$ cat src/sv/weighted_prefix_sum_sampler_assert.svh
// assertion macros shared by the rtl
`ifndef WEIGHTED_PREFIX_SUM_SAMPLER_ASSERT_SVH
`define WEIGHTED_PREFIX_SUM_SAMPLER_ASSERT_SVH

// same-cycle implication, checked outside reset
`define WPSS_ASSERT_IMP(label, ante, cons) \
    label: assert property (@(posedge aclk) disable iff (!aresetn) (ante) |-> (cons)) \
        else $error("wpss assertion failed");

// next-cycle implication, checked outside reset
`define WPSS_ASSERT_NEXT(label, ante, cons) \
    label: assert property (@(posedge aclk) disable iff (!aresetn) (ante) |=> (cons)) \
        else $error("wpss assertion failed");

`endif

$ cat src/sv/wpss_pkg.sv
`timescale 1ns / 1ps
package wpss_pkg;

    localparam int MAX_ENTRIES = 1024;
    localparam int ADDR_W      = $clog2(MAX_ENTRIES);
    localparam int CNT_W       = $clog2(MAX_ENTRIES + 1);
    localparam int SUM_W       = 42;
    localparam int VAL_W       = 32;
    localparam int OP_W        = 2;
    localparam int INDEX_W     = 10;
    localparam int COUNT_W     = 11;
    localparam int STATUS_W    = 2;
    localparam int S_DATA_W    = 2 * VAL_W;
    localparam int M_DATA_W    = 24;

    typedef enum logic [OP_W-1:0] {
        OP_CLEAR  = 2'd0,
        OP_APPEND = 2'd1,
        OP_QUERY  = 2'd2,
        OP_NONE   = 2'd3
    } op_t;

    typedef enum logic [STATUS_W-1:0] {
        STAT_OK    = 2'd0,
        STAT_FULL  = 2'd1,
        STAT_EMPTY = 2'd2
    } status_t;

    typedef enum logic [2:0] {
        ST_IDLE,
        ST_EXEC,
        ST_MUL_LO,
        ST_MUL_HI,
        ST_THRESH,
        ST_SRCH_ADDR,
        ST_SRCH_CMP,
        ST_FINISH
    } state_t;

    typedef struct packed {
        logic              en;
        logic [ADDR_W-1:0] addr;
        logic [SUM_W-1:0]  data;
    } tbl_wr_t;

endpackage

$ cat src/sv/wpss_mult.sv
`timescale 1ns / 1ps
module wpss_mult (
    input  logic                          aclk,
    input  logic [wpss_pkg::VAL_W-1:0]    mul_a,
    input  logic [wpss_pkg::VAL_W-1:0]    mul_b,
    output logic [2*wpss_pkg::VAL_W-1:0]  prod
);
    import wpss_pkg::*;

    logic [2*VAL_W-1:0] prod_reg;

    always_ff @(posedge aclk) begin
        prod_reg <= mul_a * mul_b;
    end

    assign prod = prod_reg;

endmodule
$ cat config.mk
export PLATFORM = sky130hd
export DESIGN_NAME = wpss_mult
export DESIGN_NICKNAME = d
export VERILOG_FILES = /design/src/sv/weighted_prefix_sum_sampler_assert.svh /design/src/sv/wpss_pkg.sv /design/src/sv/wpss_mult.sv
export SDC_FILE = /design/constraint.sdc
export NUM_CORES = 2
export LEC_CHECK = 0
export ABC_AREA = 1
export ABC_CLOCK_PERIOD_IN_PS = 10700
export BUFFER_PORTS_ARGS = -buffer_cell sky130_fd_sc_hd__buf_2
export CAP_MARGIN = 10
export CORE_AREA = 2 2 390 392
export CTS_CLUSTER_DIAMETER = 30
export CTS_CLUSTER_SIZE = 25
export DETAILED_ROUTE_END_ITERATION = 16
export DIE_AREA = 0 0 392 394
export SYNTH_ARGS = -nofsm -noshare
export SYNTH_HDL_FRONTEND = slang
export SYNTH_SLANG_ARGS = --single-unit
export TNS_END_PERCENT = 5
$ cat constraint.sdc
create_clock -name aclk -period 10.7 [get_ports aclk]
set_clock_uncertainty 0.05 [all_clocks]
set_input_delay 0.535 -clock aclk [delete_from_list [all_inputs] [get_ports aclk]]
set_output_delay 0.535 -clock aclk [all_outputs]
set_load 0.05 [all_outputs]
Word level (Yosys, flattened, before mapping)

Index checks and enable logic that the tools add are counted.

Flip-flop bits (word level): 64
Input bits: 65
Output and inout port bits: 64
Word-level logic and storage cells: 2

Multipliers: 1

Operator list:

| operator         | number |
|---|---|
| $mul A32 B32 Y64 | 1 |

Logic depth before layout (Yosys ltp)

Word-level depth: 1
Depth in mapped cells: 30

Least setup slack after synthesis

OpenSTA, ideal clock, no wires.

Kind: input port to flip-flop
Start point: in mul_a[25] in the netlist's numbering
End point: reg prod_reg[60], in the netlist prod[60]
Setup time: 0.112 ns
Data arrival time: 6.237 ns
Required time: 10.538 ns
Slack: 4.301 ns
Stages: 26
Path buffers: 1
Cells stage by stage: clkbuf_1 nand2_1 fa_1 inv_1 fa_1 inv_1 fa_1 inv_1 fa_1 fa_1 fa_1 fa_1 inv_1 fa_1 inv_1 ha_1 nand2_1 nand2_1 a21oi_1 nand2_1 nand2_1 nand2_1 a21oi_1 nand2_1 nand2_1 nand2_1

Word-level cells in the longest chain between the ends: 1

RTL lines:

| element              | RTL line        | source |
|---|---|---|
| from (decl)          | wpss_mult.sv:4  | `input logic [wpss_pkg::VAL_W-1:0] mul_a,` |
| $mul A32 B32 Y64     | wpss_mult.sv:13 | `prod_reg <= mul_a * mul_b;` |
| to (signal assigned) | wpss_mult.sv:13 |  |
| to (decl)            | wpss_mult.sv:10 | `logic [2*VAL_W-1:0] prod_reg;` |

No other way between the ends.

Worst setup path after layout

Start point: in mul_a[12] in the netlist's numbering
End point: reg prod_reg[22], in the netlist prod[22]

The elaborated chain is that of the path after synthesis.

==> results.cfg <==
[grt]
grt_max_degree = 33
antenna_found_initial = 18
grt_pass1_wl_um = 178000
grt_overflow = 0
grt_pass1_vias = 31923
grt_usage = 0.147

[cells_and_area]
layout_commonest_cell = inv_1
layout.nets = 6200
area_delta_synth_final_pct = 7.48
largest_reg_flops = 64
layout-drive-gt1-share = 0.0430
layout_common_cells = 1,723 x inv_1, 1,566 x nand2_1, 896 x fa_1, 263 x ha_1, 128 x buf_2

[detailed_routing]
finalWirelength_um = 110000
route.detailed.drc = 0
routedWlPerCell_um = 15.6
vias_per_cell = 4.18
first_iter_violations = 1913
drt_pass1_iterations = 8
dr_total_vias = 29294
postRouteAntennaNets = 0

[timing]
min_period_ps = 7360
fin_tns_setup_ps = 0
rsz0062_at_grt = false
period_share = 0.688
max_freq_mhz = 136
tightest_slew_ps = 984
hold_viol_final = 0
finalMaxSlewViolations = 0
slew_headroom = 0.344
setup_violations = 0

[clock_tree]
cts_tree = yes
cts_buffer_depth = 2
cts_htree_levels = 3
cts_resized = 0
cts_root_buffer = clkbuf_16
ctsHoldBuffers = 0
post_cts_buffers = 0
clkTransAtPathRegs_ps = 80
cts_made_buffers = 9
cts.sinks = 64

[logic_synthesis]
ys_ff_latch = 64
ys_types = 23
yosysWarnings = 0
synthesis.nets = 6247
synth_cells = 5023
avgSynthCellArea_um2 = 7.45
seq_area_frac_synth = 0.0343
mappedNetlistArea_um2 = 37400

[floorplan]
die_w_um = 392
io_pins = 129
die_h_um = 394
die-area_um2 = 154000
start_util = 0.248
core_um2 = 151000
rows = 143

[placed_design]
portBuffers = 128
dp_hpwl_um = 91900
gp_congestion = 0.893

[setup_path]
critPathTopFamily = adder cells
path_max_fanout = 32
critPathKind = primary input to flop
timing.critical_path.required_ps = 10890
cp-end-kind = flop
startpoint_type = primary input
slowest_stage = buf_2
max_stage_delay_ps = 680
critPathArrivalTime_ps = 7550
cp_num_buf_inv = 7
crit_chain = buf_2 -> nand2_1 -> inv_1 -> fa_1 -> fa_1 -> fa_1 -> inv_1 -> fa_1 -> inv_1 -> fa_1 -> inv_1 -> fa_1 -> inv_1 -> fa_1 -> fa_1 -> ha_1 -> nand2_1 -> nor2_1 -> nand2_1 -> inv_1 -> nand4_1 -> nand3_1 -> xor2_1
crit_top_cell = fa_1

[outcome]
status = finished, final reports clean

[hold_path]
hp-class = primary input to flop

[flow_run]
maxCapViolCount = 0
==> metrics by stage <==
step	std cells	util	worst slack, ps	area (µm²)	hold WS, ps
floorplan	5023	-	4300	37400	583
global placement	6995	0.265	2910	39900	958
detailed placement	6995	0.265	2980	39900	956
CTS	7011	0.267	3320	40200	687
global route	7014	0.267	3040	40200	721
finish	7015	0.267	3340	40200	704
==> layout make-up <==
class                   instances  area (µm²)
well taps                    2030        2540
diodes                          4        10.0
multi-input cells            3032       28900
inverters                    1735        6510
clock buffers                  10         239
repair buffers                134         686
flip-flops and latches         64        1280
fillers                     16662      110000
clock inverters                 6        43.8
==> per-layer routing <==
metal | part of all wire | GRT usage | vias to the layer above
li1 | - | - | 13521
met1 | 0.43 | 0.197 | 14833
met2 | 0.49 | 0.255 | 814
met3 | 0.055 | 0.0168 | 126
met4 | 0.018 | 0.0271 | 0
met5 | 0 | 0 | -
==> kinds of logic after synthesis <==
| logic type | after synthesis | synth area share |
|---|---|---|
| xor gates and xnor gates | 35 | 0.00820 |
| AOI/OAI and AO/OA | 57 | 0.00853 |
| and+or+nand+nor | 1781 | 0.188 |
| buffers and inverters | 1927 | 0.193 |
| adders and majority gates | 1159 | 0.568 |
| DFF | 64 | 0.0343 |
==> path summary, 6_finish.rpt <==
check | startpoint | endpoint | slack (ps) | cells after the start
worst min-delay path | mul_a[0] | prod[0] | 700 | 4
worst max-delay path | mul_a[12] | prod[22] | 3340 | 23
==> tightest hold or removal path, stage by stage <==
cell	delay, ps
buf_2	100
buf_4	280
nand2_1	130
inv_1	40
==> synthesized netlist by cell type, drive strengths merged <==
cell / number / area, µm²
dfxtp: 64 / 1280
nand4: 16 / 100
nor3: 18 / 131
xnor2: 2 / 17.5
o21ai: 2 / 10.0
o21bai: 12 / 93.8
nor2: 101 / 459
nand3: 65 / 370
ha: 263 / 3290
inv: 1735 / 6510
xor2: 33 / 289
clkbuf: 192 / 721
a21oi: 43 / 215
fa: 896 / 17900
nand2: 1581 / 5970
Power is not shown: default switching activity piles up to over one toggle a cycle in this logic, so the estimate is an artifact.
